<file path="config.mk">
export PLATFORM = sky130hd
export DESIGN_NAME = median_blend_filter_unit_flat
export DESIGN_NICKNAME = d
export VERILOG_FILES = /design/src/rtl/core/mbf_pkg.sv /design/src/rtl/core/mbf_if.sv /design/src/rtl/core/median_blend_filter_unit.sv /design/src/rtl/core/mbf_cfg.sv /design/src/rtl/core/mbf_window.sv /design/src/rtl/core/mbf_mac.sv /design/src/flat_wrapper.sv
export SDC_FILE = /design/constraint.sdc
export NUM_CORES = 2
export LEC_CHECK = 0
export BUFFER_PORTS_ARGS = -buffer_cell sky130_fd_sc_hd__buf_2
export CAP_MARGIN = 20
export CORE_MARGIN = 2
export CORE_UTILIZATION = 30
export DETAILED_ROUTE_END_ITERATION = 10
export RECOVER_POWER = 25
export SKIP_CTS_REPAIR_TIMING = 1
export SLEW_MARGIN = 20
export SYNTH_ARGS = -nofsm -noshare
export SYNTH_HDL_FRONTEND = slang
export SYNTH_HIERARCHICAL = 1
export SYNTH_SLANG_ARGS = --single-unit
</file>
<file path="constraint.sdc">
create_clock -name clk -period 41 [get_ports clk]
set_input_delay 4.1 -clock clk [delete_from_list [all_inputs] [get_ports clk]]
set_output_delay 4.1 -clock clk [all_outputs]
set_load 0.005 [all_outputs]
</file>
<file path="src/rtl/core/mbf_pkg.sv">
// Shared constants, register codes and control structs for the median blend filter.
package mbf_pkg;

  localparam int WINDOW_MAX_DEF = 16;
  localparam int SAMPLE_W       = 32;
  localparam int LEN_REG_W      = 5;
  localparam int WEIGHT_W       = 17;
  localparam int FRAC_W         = 16;
  localparam int ACC_W          = 48;
  localparam int PROD_W         = 49;
  localparam int CFG_ADDR_W     = 3;
  localparam int CFG_DATA_W     = 32;

  localparam logic [LEN_REG_W-1:0] LEN_RESET    = LEN_REG_W'(5);
  localparam logic [WEIGHT_W-1:0]  WEIGHT_RESET = WEIGHT_W'(32768);
  localparam logic [WEIGHT_W-1:0]  ONE_Q16      = WEIGHT_W'(65536);
  localparam logic [SAMPLE_W-1:0]  SIGN_BIAS    = 32'h8000_0000;

  typedef enum logic {
    REG_WINDOW_LEN   = 1'b0,
    REG_BLEND_WEIGHT = 1'b1
  } mbf_reg_t;

  typedef struct packed {
    logic shift;
    logic scan;
  } mbf_win_ctl_t;

  typedef struct packed {
    logic med_load;
    logic mul;
    logic sel_sample;
    logic acc_load;
    logic acc_add;
  } mbf_mac_ctl_t;

endpackage

</file>
<file path="src/rtl/core/mbf_if.sv">
// Valid/ready channel interfaces for samples and filtered results.
interface mbf_in_if;
  logic                                 valid;
  logic                                 ready;
  logic signed [mbf_pkg::SAMPLE_W-1:0]  sample;

  modport source (output valid, output sample, input ready);
  modport sink   (input valid, input sample, output ready);
endinterface

interface mbf_out_if;
  logic                                 valid;
  logic                                 ready;
  logic signed [mbf_pkg::SAMPLE_W-1:0]  filtered;
  logic                                 valid_res;

  modport source (output valid, output filtered, output valid_res, input ready);
  modport sink   (input valid, input filtered, input valid_res, output ready);
endinterface

</file>
<file path="src/rtl/core/median_blend_filter_unit.sv">
// Top level of the sliding-window median filter with blend toward the sample.
//
// Usage:
//   in_chan carries one signed Q16.16 sample per beat; out_chan returns one
//   beat per sample: filtered (Q16.16) and valid_res. The window keeps the
//   newest WINDOW_MAX samples; the median spans the newest n of them, n being
//   window_len (register 0, byte 0x0) clamped to 1..WINDOW_MAX, blended by
//   blend_weight in Q1.16 (register 1, byte 0x4), capped at 1.0. Until the
//   window holds n samples, filtered is 0 and valid_res is 0.
// Timing:
//   in_chan.ready is high only while the sequencer is idle. With a full window
//   the result passes a rank scan over the n effective samples through the
//   shared compare bank, one drain, one median add, three multiply/accumulate
//   steps and one output load, which waits while out_chan still holds an
//   unaccepted result. Before the window fills, the sequencer skips straight
//   to the output load.
//   The output register parts the two sides: a new sample is taken while the
//   previous result waits, and a finished result holds until out_chan drains.
// Reset:
//   rst_n clears the fill count, the sequencer and the output valid, and sets
//   window_len to 5 and blend_weight to 32768. No clearing pass is needed.
module median_blend_filter_unit #(
  parameter int WINDOW_MAX = mbf_pkg::WINDOW_MAX_DEF
) (
  input  logic                              clk,
  input  logic                              rst_n,
  mbf_in_if.sink                            in_chan,
  mbf_out_if.source                         out_chan,
  input  logic                              cfg_psel,
  input  logic                              cfg_penable,
  input  logic                              cfg_pwrite,
  input  logic [mbf_pkg::CFG_ADDR_W-1:0]    cfg_paddr,
  input  logic [mbf_pkg::CFG_DATA_W-1:0]    cfg_pwdata,
  output logic [mbf_pkg::CFG_DATA_W-1:0]    cfg_prdata,
  output logic                              cfg_pready
);

  localparam int IDX_W = (WINDOW_MAX > 1) ? $clog2(WINDOW_MAX) : 1;
  localparam int LEN_W = $clog2(WINDOW_MAX + 1);

  typedef enum logic [2:0] {
    ST_IDLE,
    ST_SCAN,
    ST_DRAIN,
    ST_MED,
    ST_MUL0,
    ST_MUL1,
    ST_MUL2,
    ST_DONE
  } state_t;

  state_t                         state_r, state_nxt;
  logic [LEN_W-1:0]               fill_r, fill_nxt;
  logic [LEN_W-1:0]               n_r, n_nxt;
  logic [LEN_W-1:0]               k_lo_r, k_lo_nxt;
  logic [LEN_W-1:0]               k_hi_r, k_hi_nxt;
  logic [IDX_W-1:0]               idx_r, idx_nxt;
  logic                           full_r, full_nxt;
  logic                           out_valid_r, out_valid_nxt;
  logic [mbf_pkg::SAMPLE_W-1:0]   out_filtered_r, out_filtered_nxt;
  logic                           out_res_r, out_res_nxt;

  logic [mbf_pkg::LEN_REG_W-1:0]  window_len;
  logic [mbf_pkg::WEIGHT_W-1:0]   weight_sat;
  logic [LEN_W-1:0]               n_eff;
  logic [LEN_W-1:0]               fill_inc;
  logic                           in_acc;
  mbf_pkg::mbf_win_ctl_t          win_ctl;
  mbf_pkg::mbf_mac_ctl_t          mac_ctl;
  logic [mbf_pkg::SAMPLE_W-1:0]   newest_b;
  logic [mbf_pkg::SAMPLE_W-1:0]   lo_b;
  logic [mbf_pkg::SAMPLE_W-1:0]   hi_b;
  logic [mbf_pkg::SAMPLE_W-1:0]   blend;

  mbf_cfg u_cfg (
    .clk        (clk),
    .rst_n      (rst_n),
    .psel       (cfg_psel),
    .penable    (cfg_penable),
    .pwrite     (cfg_pwrite),
    .paddr      (cfg_paddr),
    .pwdata     (cfg_pwdata),
    .prdata     (cfg_prdata),
    .pready     (cfg_pready),
    .window_len (window_len),
    .weight_sat (weight_sat)
  );

  mbf_window #(
    .WINDOW_MAX (WINDOW_MAX)
  ) u_window (
    .clk      (clk),
    .rst_n    (rst_n),
    .ctl      (win_ctl),
    .sample_b ($unsigned(in_chan.sample) ^ mbf_pkg::SIGN_BIAS),
    .idx      (idx_r),
    .n_len    (n_r),
    .k_lo     (k_lo_r),
    .k_hi     (k_hi_r),
    .newest_b (newest_b),
    .lo_r     (lo_b),
    .hi_r     (hi_b)
  );

  mbf_mac u_mac (
    .clk      (clk),
    .ctl      (mac_ctl),
    .lo_b     (lo_b),
    .hi_b     (hi_b),
    .sample_b (newest_b),
    .weight   (weight_sat),
    .filtered (blend)
  );

  always_comb begin
    if (window_len == '0) begin
      n_eff = LEN_W'(1);
    end else if (32'(window_len) > 32'(WINDOW_MAX)) begin
      n_eff = LEN_W'(WINDOW_MAX);
    end else begin
      n_eff = LEN_W'(window_len);
    end
  end

  assign fill_inc = (fill_r == LEN_W'(WINDOW_MAX)) ? fill_r : LEN_W'(fill_r + 1'b1);
  assign in_chan.ready = (state_r == ST_IDLE);
  assign in_acc        = in_chan.valid && in_chan.ready;

  always_comb begin
    win_ctl       = '0;
    mac_ctl       = '0;
    win_ctl.shift = in_acc;
    win_ctl.scan  = (state_r == ST_SCAN);
    case (state_r)
      ST_MED:  mac_ctl.med_load = 1'b1;
      ST_MUL0: mac_ctl.mul = 1'b1;
      ST_MUL1: begin
        mac_ctl.mul        = 1'b1;
        mac_ctl.sel_sample = 1'b1;
        mac_ctl.acc_load   = 1'b1;
      end
      ST_MUL2: mac_ctl.acc_add = 1'b1;
      default: ;
    endcase
  end

  always_comb begin
    state_nxt        = state_r;
    fill_nxt         = fill_r;
    n_nxt            = n_r;
    k_lo_nxt         = k_lo_r;
    k_hi_nxt         = k_hi_r;
    idx_nxt          = idx_r;
    full_nxt         = full_r;
    out_valid_nxt    = out_valid_r;
    out_filtered_nxt = out_filtered_r;
    out_res_nxt      = out_res_r;
    if (out_valid_r && out_chan.ready) begin
      out_valid_nxt = 1'b0;
    end
    case (state_r)
      ST_IDLE: begin
        if (in_acc) begin
          fill_nxt = fill_inc;
          n_nxt    = n_eff;
          k_lo_nxt = LEN_W'((n_eff - 1'b1) >> 1);
          k_hi_nxt = LEN_W'(n_eff >> 1);
          idx_nxt  = '0;
          full_nxt = (fill_inc >= n_eff);
          state_nxt = (fill_inc >= n_eff) ? ST_SCAN : ST_DONE;
        end
      end
      ST_SCAN: begin
        idx_nxt = IDX_W'(idx_r + 1'b1);
        if (LEN_W'(idx_r) == LEN_W'(n_r - 1'b1)) begin
          state_nxt = ST_DRAIN;
        end
      end
      ST_DRAIN: state_nxt = ST_MED;
      ST_MED:   state_nxt = ST_MUL0;
      ST_MUL0:  state_nxt = ST_MUL1;
      ST_MUL1:  state_nxt = ST_MUL2;
      ST_MUL2:  state_nxt = ST_DONE;
      ST_DONE: begin
        if (!out_valid_r || out_chan.ready) begin
          out_valid_nxt    = 1'b1;
          out_filtered_nxt = full_r ? blend : '0;
          out_res_nxt      = full_r;
          state_nxt        = ST_IDLE;
        end
      end
      default: state_nxt = ST_IDLE;
    endcase
  end

  always_ff @(posedge clk) begin
    if (!rst_n) begin
      state_r     <= ST_IDLE;
      fill_r      <= '0;
      n_r         <= LEN_W'(1);
      k_lo_r      <= '0;
      k_hi_r      <= '0;
      idx_r       <= '0;
      full_r      <= 1'b0;
      out_valid_r <= 1'b0;
      out_res_r   <= 1'b0;
    end else begin
      state_r     <= state_nxt;
      fill_r      <= fill_nxt;
      n_r         <= n_nxt;
      k_lo_r      <= k_lo_nxt;
      k_hi_r      <= k_hi_nxt;
      idx_r       <= idx_nxt;
      full_r      <= full_nxt;
      out_valid_r <= out_valid_nxt;
      out_res_r   <= out_res_nxt;
    end
    out_filtered_r <= out_filtered_nxt;
  end

  assign out_chan.valid     = out_valid_r;
  assign out_chan.filtered  = $signed(out_filtered_r);
  assign out_chan.valid_res = out_res_r;

  a_short_window_zero: assert property (@(posedge clk) disable iff (!rst_n)
    out_valid_r && !out_res_r |-> out_filtered_r == '0)
    else $error("result without a full window carries a nonzero value");

  a_accept_leaves_idle: assert property (@(posedge clk) disable iff (!rst_n)
    in_acc |=> state_r != ST_IDLE)
    else $error("sequencer stayed idle after taking a sample");

  a_scan_in_window: assert property (@(posedge clk) disable iff (!rst_n)
    state_r == ST_SCAN |-> LEN_W'(idx_r) < n_r)
    else $error("rank scan index ran past the window length");

  a_fill_bounded: assert property (@(posedge clk) disable iff (!rst_n)
    fill_r <= LEN_W'(WINDOW_MAX))
    else $error("fill count exceeds window depth");

endmodule

</file>
<file path="src/rtl/core/mbf_cfg.sv">
// APB-style register block for window length and blend weight.
module mbf_cfg (
  input  logic                                clk,
  input  logic                                rst_n,
  input  logic                                psel,
  input  logic                                penable,
  input  logic                                pwrite,
  input  logic [mbf_pkg::CFG_ADDR_W-1:0]      paddr,
  input  logic [mbf_pkg::CFG_DATA_W-1:0]      pwdata,
  output logic [mbf_pkg::CFG_DATA_W-1:0]      prdata,
  output logic                                pready,
  output logic [mbf_pkg::LEN_REG_W-1:0]       window_len,
  output logic [mbf_pkg::WEIGHT_W-1:0]        weight_sat
);

  logic [mbf_pkg::LEN_REG_W-1:0] len_r;
  logic [mbf_pkg::LEN_REG_W-1:0] len_nxt;
  logic [mbf_pkg::WEIGHT_W-1:0]  weight_r;
  logic [mbf_pkg::WEIGHT_W-1:0]  weight_nxt;
  mbf_pkg::mbf_reg_t             reg_sel;
  logic                          wr_en;

  assign pready  = 1'b1;
  assign reg_sel = mbf_pkg::mbf_reg_t'(paddr[2]);
  assign wr_en   = psel && penable && pwrite && pready;

  always_comb begin
    len_nxt    = len_r;
    weight_nxt = weight_r;
    if (wr_en) begin
      case (reg_sel)
        mbf_pkg::REG_WINDOW_LEN:   len_nxt    = pwdata[mbf_pkg::LEN_REG_W-1:0];
        mbf_pkg::REG_BLEND_WEIGHT: weight_nxt = pwdata[mbf_pkg::WEIGHT_W-1:0];
        default: ;
      endcase
    end
  end

  always_ff @(posedge clk) begin
    if (!rst_n) begin
      len_r    <= mbf_pkg::LEN_RESET;
      weight_r <= mbf_pkg::WEIGHT_RESET;
    end else begin
      len_r    <= len_nxt;
      weight_r <= weight_nxt;
    end
  end

  always_comb begin
    case (reg_sel)
      mbf_pkg::REG_WINDOW_LEN:   prdata = mbf_pkg::CFG_DATA_W'(len_r);
      mbf_pkg::REG_BLEND_WEIGHT: prdata = mbf_pkg::CFG_DATA_W'(weight_r);
      default:                   prdata = '0;
    endcase
  end

  assign window_len = len_r;
  assign weight_sat = (weight_r > mbf_pkg::ONE_Q16) ? mbf_pkg::ONE_Q16 : weight_r;

endmodule

</file>
<file path="src/rtl/core/mbf_window.sv">
// Sample shift line with a rank compare bank that picks the two middle values.
module mbf_window #(
  parameter int WINDOW_MAX = mbf_pkg::WINDOW_MAX_DEF,
  localparam int IDX_W = (WINDOW_MAX > 1) ? $clog2(WINDOW_MAX) : 1,
  localparam int LEN_W = $clog2(WINDOW_MAX + 1)
) (
  input  logic                           clk,
  input  logic                           rst_n,
  input  mbf_pkg::mbf_win_ctl_t          ctl,
  input  logic [mbf_pkg::SAMPLE_W-1:0]   sample_b,
  input  logic [IDX_W-1:0]               idx,
  input  logic [LEN_W-1:0]               n_len,
  input  logic [LEN_W-1:0]               k_lo,
  input  logic [LEN_W-1:0]               k_hi,
  output logic [mbf_pkg::SAMPLE_W-1:0]   newest_b,
  output logic [mbf_pkg::SAMPLE_W-1:0]   lo_r,
  output logic [mbf_pkg::SAMPLE_W-1:0]   hi_r
);

  logic [mbf_pkg::SAMPLE_W-1:0] taps_r [WINDOW_MAX];
  logic [mbf_pkg::SAMPLE_W-1:0] cand;
  logic [mbf_pkg::SAMPLE_W-1:0] cand_r;
  logic [WINDOW_MAX-1:0]        less_nxt;
  logic [WINDOW_MAX-1:0]        leq_nxt;
  logic [WINDOW_MAX-1:0]        less_r;
  logic [WINDOW_MAX-1:0]        leq_r;
  logic                         rank_vld_r;
  logic [LEN_W-1:0]             less_cnt;
  logic [LEN_W-1:0]             leq_cnt;
  logic                         hit_lo;
  logic                         hit_hi;

  assign cand     = taps_r[idx];
  assign newest_b = taps_r[0];

  always_comb begin
    for (int j = 0; j < WINDOW_MAX; j++) begin
      less_nxt[j] = (LEN_W'(j) < n_len) && (taps_r[j] <  cand);
      leq_nxt[j]  = (LEN_W'(j) < n_len) && (taps_r[j] <= cand);
    end
  end

  assign less_cnt = LEN_W'($countones(less_r));
  assign leq_cnt  = LEN_W'($countones(leq_r));
  assign hit_lo   = rank_vld_r && (less_cnt <= k_lo) && (k_lo < leq_cnt);
  assign hit_hi   = rank_vld_r && (less_cnt <= k_hi) && (k_hi < leq_cnt);

  always_ff @(posedge clk) begin
    if (ctl.shift) begin
      taps_r[0] <= sample_b;
      for (int i = 1; i < WINDOW_MAX; i++) begin
        taps_r[i] <= taps_r[i-1];
      end
    end
    less_r <= less_nxt;
    leq_r  <= leq_nxt;
    cand_r <= cand;
    if (hit_lo) begin
      lo_r <= cand_r;
    end
    if (hit_hi) begin
      hi_r <= cand_r;
    end
  end

  always_ff @(posedge clk) begin
    if (!rst_n) begin
      rank_vld_r <= 1'b0;
    end else begin
      rank_vld_r <= ctl.scan;
    end
  end

endmodule

</file>
<file path="src/rtl/core/mbf_mac.sv">
// Shared multiplier and accumulator that blends the median with the sample.
module mbf_mac (
  input  logic                           clk,
  input  mbf_pkg::mbf_mac_ctl_t          ctl,
  input  logic [mbf_pkg::SAMPLE_W-1:0]   lo_b,
  input  logic [mbf_pkg::SAMPLE_W-1:0]   hi_b,
  input  logic [mbf_pkg::SAMPLE_W-1:0]   sample_b,
  input  logic [mbf_pkg::WEIGHT_W-1:0]   weight,
  output logic [mbf_pkg::SAMPLE_W-1:0]   filtered
);

  logic [mbf_pkg::SAMPLE_W:0]    mid_sum;
  logic [mbf_pkg::SAMPLE_W-1:0]  med_r;
  logic [mbf_pkg::SAMPLE_W-1:0]  mul_a;
  logic [mbf_pkg::WEIGHT_W-1:0]  mul_b;
  logic [mbf_pkg::PROD_W-1:0]    prod_r;
  logic [mbf_pkg::ACC_W-1:0]     acc_r;

  assign mid_sum = (mbf_pkg::SAMPLE_W+1)'(lo_b) + (mbf_pkg::SAMPLE_W+1)'(hi_b);
  assign mul_a   = ctl.sel_sample ? sample_b : med_r;
  assign mul_b   = ctl.sel_sample ? mbf_pkg::WEIGHT_W'(mbf_pkg::ONE_Q16 - weight) : weight;

  always_ff @(posedge clk) begin
    if (ctl.med_load) begin
      med_r <= mid_sum[mbf_pkg::SAMPLE_W:1];
    end
    if (ctl.mul) begin
      prod_r <= mbf_pkg::PROD_W'(mul_a) * mbf_pkg::PROD_W'(mul_b);
    end
    if (ctl.acc_load) begin
      acc_r <= prod_r[mbf_pkg::ACC_W-1:0];
    end else if (ctl.acc_add) begin
      acc_r <= acc_r + prod_r[mbf_pkg::ACC_W-1:0];
    end
  end

  assign filtered = acc_r[mbf_pkg::FRAC_W +: mbf_pkg::SAMPLE_W] ^ mbf_pkg::SIGN_BIAS;

endmodule

</file>
<file path="src/flat_wrapper.sv">
// flat-port wrapper written by rule: the top's interface ports become plain ports
module median_blend_filter_unit_flat 
#(
  parameter int WINDOW_MAX = mbf_pkg::WINDOW_MAX_DEF
)
  (clk, rst_n, cfg_psel, cfg_penable, cfg_pwrite, cfg_paddr, cfg_pwdata, cfg_prdata, cfg_pready, in_chan_valid, in_chan_sample, in_chan_ready, out_chan_valid, out_chan_filtered, out_chan_valid_res, out_chan_ready);
  mbf_in_if in_chan_i ();
  mbf_out_if out_chan_i ();
  input  logic clk;
  input  logic rst_n;
  input  logic cfg_psel;
  input  logic cfg_penable;
  input  logic cfg_pwrite;
  input  logic [mbf_pkg::CFG_ADDR_W-1:0] cfg_paddr;
  input  logic [mbf_pkg::CFG_DATA_W-1:0] cfg_pwdata;
  output logic [mbf_pkg::CFG_DATA_W-1:0] cfg_prdata;
  output logic cfg_pready;
  input wire logic [$bits(in_chan_i.valid)-1:0] in_chan_valid;
  input wire logic [$bits(in_chan_i.sample)-1:0] in_chan_sample;
  output wire logic [$bits(in_chan_i.ready)-1:0] in_chan_ready;
  output wire logic [$bits(out_chan_i.valid)-1:0] out_chan_valid;
  output wire logic [$bits(out_chan_i.filtered)-1:0] out_chan_filtered;
  output wire logic [$bits(out_chan_i.valid_res)-1:0] out_chan_valid_res;
  input wire logic [$bits(out_chan_i.ready)-1:0] out_chan_ready;
  assign in_chan_i.valid = in_chan_valid;
  assign in_chan_i.sample = in_chan_sample;
  assign in_chan_ready = in_chan_i.ready;
  assign out_chan_valid = out_chan_i.valid;
  assign out_chan_filtered = out_chan_i.filtered;
  assign out_chan_valid_res = out_chan_i.valid_res;
  assign out_chan_i.ready = out_chan_ready;
  median_blend_filter_unit #(.WINDOW_MAX(WINDOW_MAX)) u_core (.clk(clk), .rst_n(rst_n), .in_chan(in_chan_i), .out_chan(out_chan_i), .cfg_psel(cfg_psel), .cfg_penable(cfg_penable), .cfg_pwrite(cfg_pwrite), .cfg_paddr(cfg_paddr), .cfg_pwdata(cfg_pwdata), .cfg_prdata(cfg_prdata), .cfg_pready(cfg_pready));
endmodule
</file>
==> metrics.yaml <==
synth_largest_type_area_fraction: 0.336
synth_top_flop_cell: "sky130_fd_sc_hd__edfxtp_1"
cts.sinks: 847
worst_ir_drop_vdd_mv: 0.0338
routedWlPerCell_um: 20.3
max-cap-violations: 0
synth_common_cells: "sky130_fd_sc_hd__ha_1 (752), sky130_fd_sc_hd__edfxtp_1 (736), sky130_fd_sc_hd__inv_1 (706)"
finalCoreUtilization: 0.334
die-area_mm2: 0.223
final-max-slew-violation-count: 0
min_period_over_period: 0.246
critical_path.reg2reg.startpoint: "u_core/u_cfg/weight_r[16]"
cts_root_buf: "sky130_fd_sc_hd__clkbuf_16"
slew_headroom: 0.244
synth-warning-count: 6
drc: 0
p_per_area_mw_per_mm2: 55.2
leakagePower_nw: 29.6
fillerInstances: 21521
global_route.usage.total: 0.157
crit_path_dat_ps: 10510
synth-edff-count: 736
critical-path-max-stage-delay_ps: 650
sequentialPowerShare: 0.350
drt_pre_antenna_iters: 5
place_congestion: 0.915
crit_required_ps: 41420
critical_path_slowest_stage_cell: "sky130_fd_sc_hd__dfxtp_1"
finalHoldViolations: 0
fin_crit_ps: 10090
crit_path_start: "u_core/u_cfg/weight_r[16]"
grt_pass1_wl_um: 272000
cts_tree: "yes"
finalSetupTns_ps: 0
detailed_place_hpwl_um: 133000
viasPerCell: 5.19
routed-via-count: 45482
dp_worst_setup_slack_ps: 30970
post_synth.cell_area_avg_um2: 11.4
die-width_um: 472
clock_tree.htree_level_count: 3
final-seq-area_mm2: 0.0243
holdCritPathClass: "reg -> reg"
critical_path_peak_fanout: 11
syn_area_mm2: 0.0657
boundaryPins: 142
critical_path_class: "reg -> reg"
layout_net_count: 7137
totalWireLength_um: 178000
initial_utilization: 0.302
clkLatencyLatePin_ps: 730
setup_viol_count_final: 0
flip_flop_and_latch_count_after_synthesis: 847
async_flop_share: 0
netSwitchingPower_mw: 1.60
cts_buffers: 90
worst_slack_ps: 30910
drt_iter0_markers: 3763
synth.most_common_cell: "sky130_fd_sc_hd__ha_1"
fin_skew_ps: 62.9
multiInputGateArea_mm2: 0.0378
max-clock-path-buffers: 3
synth.largest_area_cell: "sky130_fd_sc_hd__edfxtp_1"
ys_top_cells_by_area: "sky130_fd_sc_hd__edfxtp_1 (34%), sky130_fd_sc_hd__fa_1 (14%), sky130_fd_sc_hd__ha_1 (14%)"
grt_start_max_net_pins: 92
worst-slew-pin-transition_ps: 1130
first_global_vias: 46293
swShare: 0.399
flow.area_growth_from_synthesis_pct: 10.4
cp_common_cell: "sky130_fd_sc_hd__fa_1"
place.port_buffers: 108
seq_area_frac_synth: 0.370
die-height_um: 472
hold_path_startpoint: "u_core/u_window/cand_r[9]"
rows: 171
share_comb_of_total_power: 0.440
synth.distinct_cells: 99
initial_antenna_violation_count: 11
clk_pin_slew_worst_paths_ps: 60
rsz_0062_raised_after_global_routing: "false"
run_status: "completed"
overflow: 0
layout-drive-gt1-share: 0.0912
syn_inst: 5776
maximum_clock_frequency_mhz: 99.1
design.core.area_mm2: 0.217
p_int_mw: 2.41
timing.critical_path.from_type: "register"
drt.antenna.violating_nets: 0
power_frac_clock: 0.210
crit_path_end_kind: "register"
==> final timing paths <==
path,endpoint,slack [ps],cells past startpoint
worst max-delay path,u_core/u_mac/prod_r[47],30910,31
worst min-delay path,u_core/u_window/hi_r[9],420,0
worst max register to register,u_core/u_mac/prod_r[47],30910,31
worst min register to register,u_core/u_window/hi_r[9],420,0
==> cells in the final DEF (no fill, tap or decap), types with 28 or more instances in the layout <==
master,n
sky130_fd_sc_hd__nand3_1,94
sky130_fd_sc_hd__ha_1,752
sky130_fd_sc_hd__nor2b_1,54
sky130_fd_sc_hd__mux2i_1,37
sky130_fd_sc_hd__nor2_1,281
sky130_fd_sc_hd__inv_1,706
sky130_fd_sc_hd__fa_1,470
sky130_fd_sc_hd__xor2_1,50
sky130_fd_sc_hd__and2_1,74
sky130_fd_sc_hd__a211oi_1,36
sky130_fd_sc_hd__a21oi_1,304
sky130_fd_sc_hd__nor3_1,56
sky130_fd_sc_hd__edfxtp_1,736
sky130_fd_sc_hd__xnor2_1,84
sky130_fd_sc_hd__inv_2,28
sky130_fd_sc_hd__buf_2,108
sky130_fd_sc_hd__clkbuf_16,96
sky130_fd_sc_hd__dfxtp_1,107
sky130_fd_sc_hd__o211ai_1,30
sky130_fd_sc_hd__o21ai_0,156
sky130_fd_sc_hd__mux4_1,50
sky130_fd_sc_hd__nand4_1,147
sky130_fd_sc_hd__nand2_1,636
sky130_fd_sc_hd__mux2_2,40
sky130_fd_sc_hd__buf_4,50
sky130_fd_sc_hd__a21o_1,98
sky130_fd_sc_hd__mux4_2,110
==> critical path, delay by kind of cell, from the launching register on <==
family / cells / cell delay [ps]
XOR/XNOR: 2 / 290
adder cells (fa/ha/maj): 8 / 3750
buffers and inverters: 6 / 720
AO/OA/AOI/OAI: 8 / 2680
AND/OR/NAND/NOR: 7 / 1690
flip-flops: 1 / 650
==> routing by layer <==
metal | vias up | track usage | share of wire
met5 | - | 0 | 0
met4 | 0 | 0.0599 | 0.038
met3 | 327 | 0.0222 | 0.058
met2 | 1472 | 0.262 | 0.48
met1 | 23053 | 0.206 | 0.43
li1 | 20630 | - | -
==> stage by stage <==
step	cells	area [µm²]	hold slack (ps)	power (mW)
CTS	8766	72500	424	4.02
finish	8769	72500	425	4.01
floorplan	5793	65700	404	2.73
detailed placement	8602	69500	413	3.16
global placement	8602	69500	406	3.10
global route	8768	72500	441	4.30
==> logic make-up (layout without fill, tap and decap cells) <==
| group | after synthesis | count (layout) | synth area share |
|---|---|---|---|
| fa+ha+maj | 1222 | 1222 | 0.286 |
| other cells | 3 | 22 | 0.000171 |
| xor+xnor | 150 | 150 | 0.0200 |
| flops | 847 | 847 | 0.370 |
| compound gates | 893 | 893 | 0.0883 |
| simple gates | 1481 | 1481 | 0.106 |
| mux | 239 | 239 | 0.0706 |
| buf+inv | 941 | 1061 | 0.0584 |
==> cell type report <==
class | instances | area share
timing repair buffer | 161 | 0.0133
tap | 2854 | 0.0492
antenna | 2 | 0.0000690
clock inverter | 42 | 0.00651
inverter | 736 | 0.0382
multi-input combinational | 4005 | 0.522
clock buffer | 122 | 0.0352
sequential | 847 | 0.336
==> power by group through the flow <==
stage / clock (mW) / sequential [mW] / combinational [mW]
6_report: 0.841 / 1.40 / 1.76
5_1_grt: 0.894 / 1.42 / 1.98
4_1_cts: 0.862 / 1.40 / 1.76
3_5_place_dp: 0 / 1.41 / 1.75
3_3_place_gp: 0 / 1.41 / 1.69
2_1_floorplan: 0 / 1.43 / 1.30
==> flip-flops by register name (all words and copies together), names as in the netlist, 3 cells and up <==
register,cells
u_core/u_window/hi_r,32
u_core/u_cfg/weight_r,17
u_core/idx_r,4
u_core/fill_r,5
u_core/u_cfg/window_len,5
u_core/k_lo_r,4
u_core/u_mac/med_r,32
u_core/u_window/leq_r,16
u_core/u_window/cand_r,32
u_core/u_mac/acc_r,48
u_core/u_window/taps_r,512
u_core/state_r,3
u_core/n_r,5
u_core/u_window/lo_r,32
u_core/u_mac/prod_r,48
u_core/out_chan.filtered,32
u_core/u_window/less_r,16
Power figures use the tool's default switching activity.
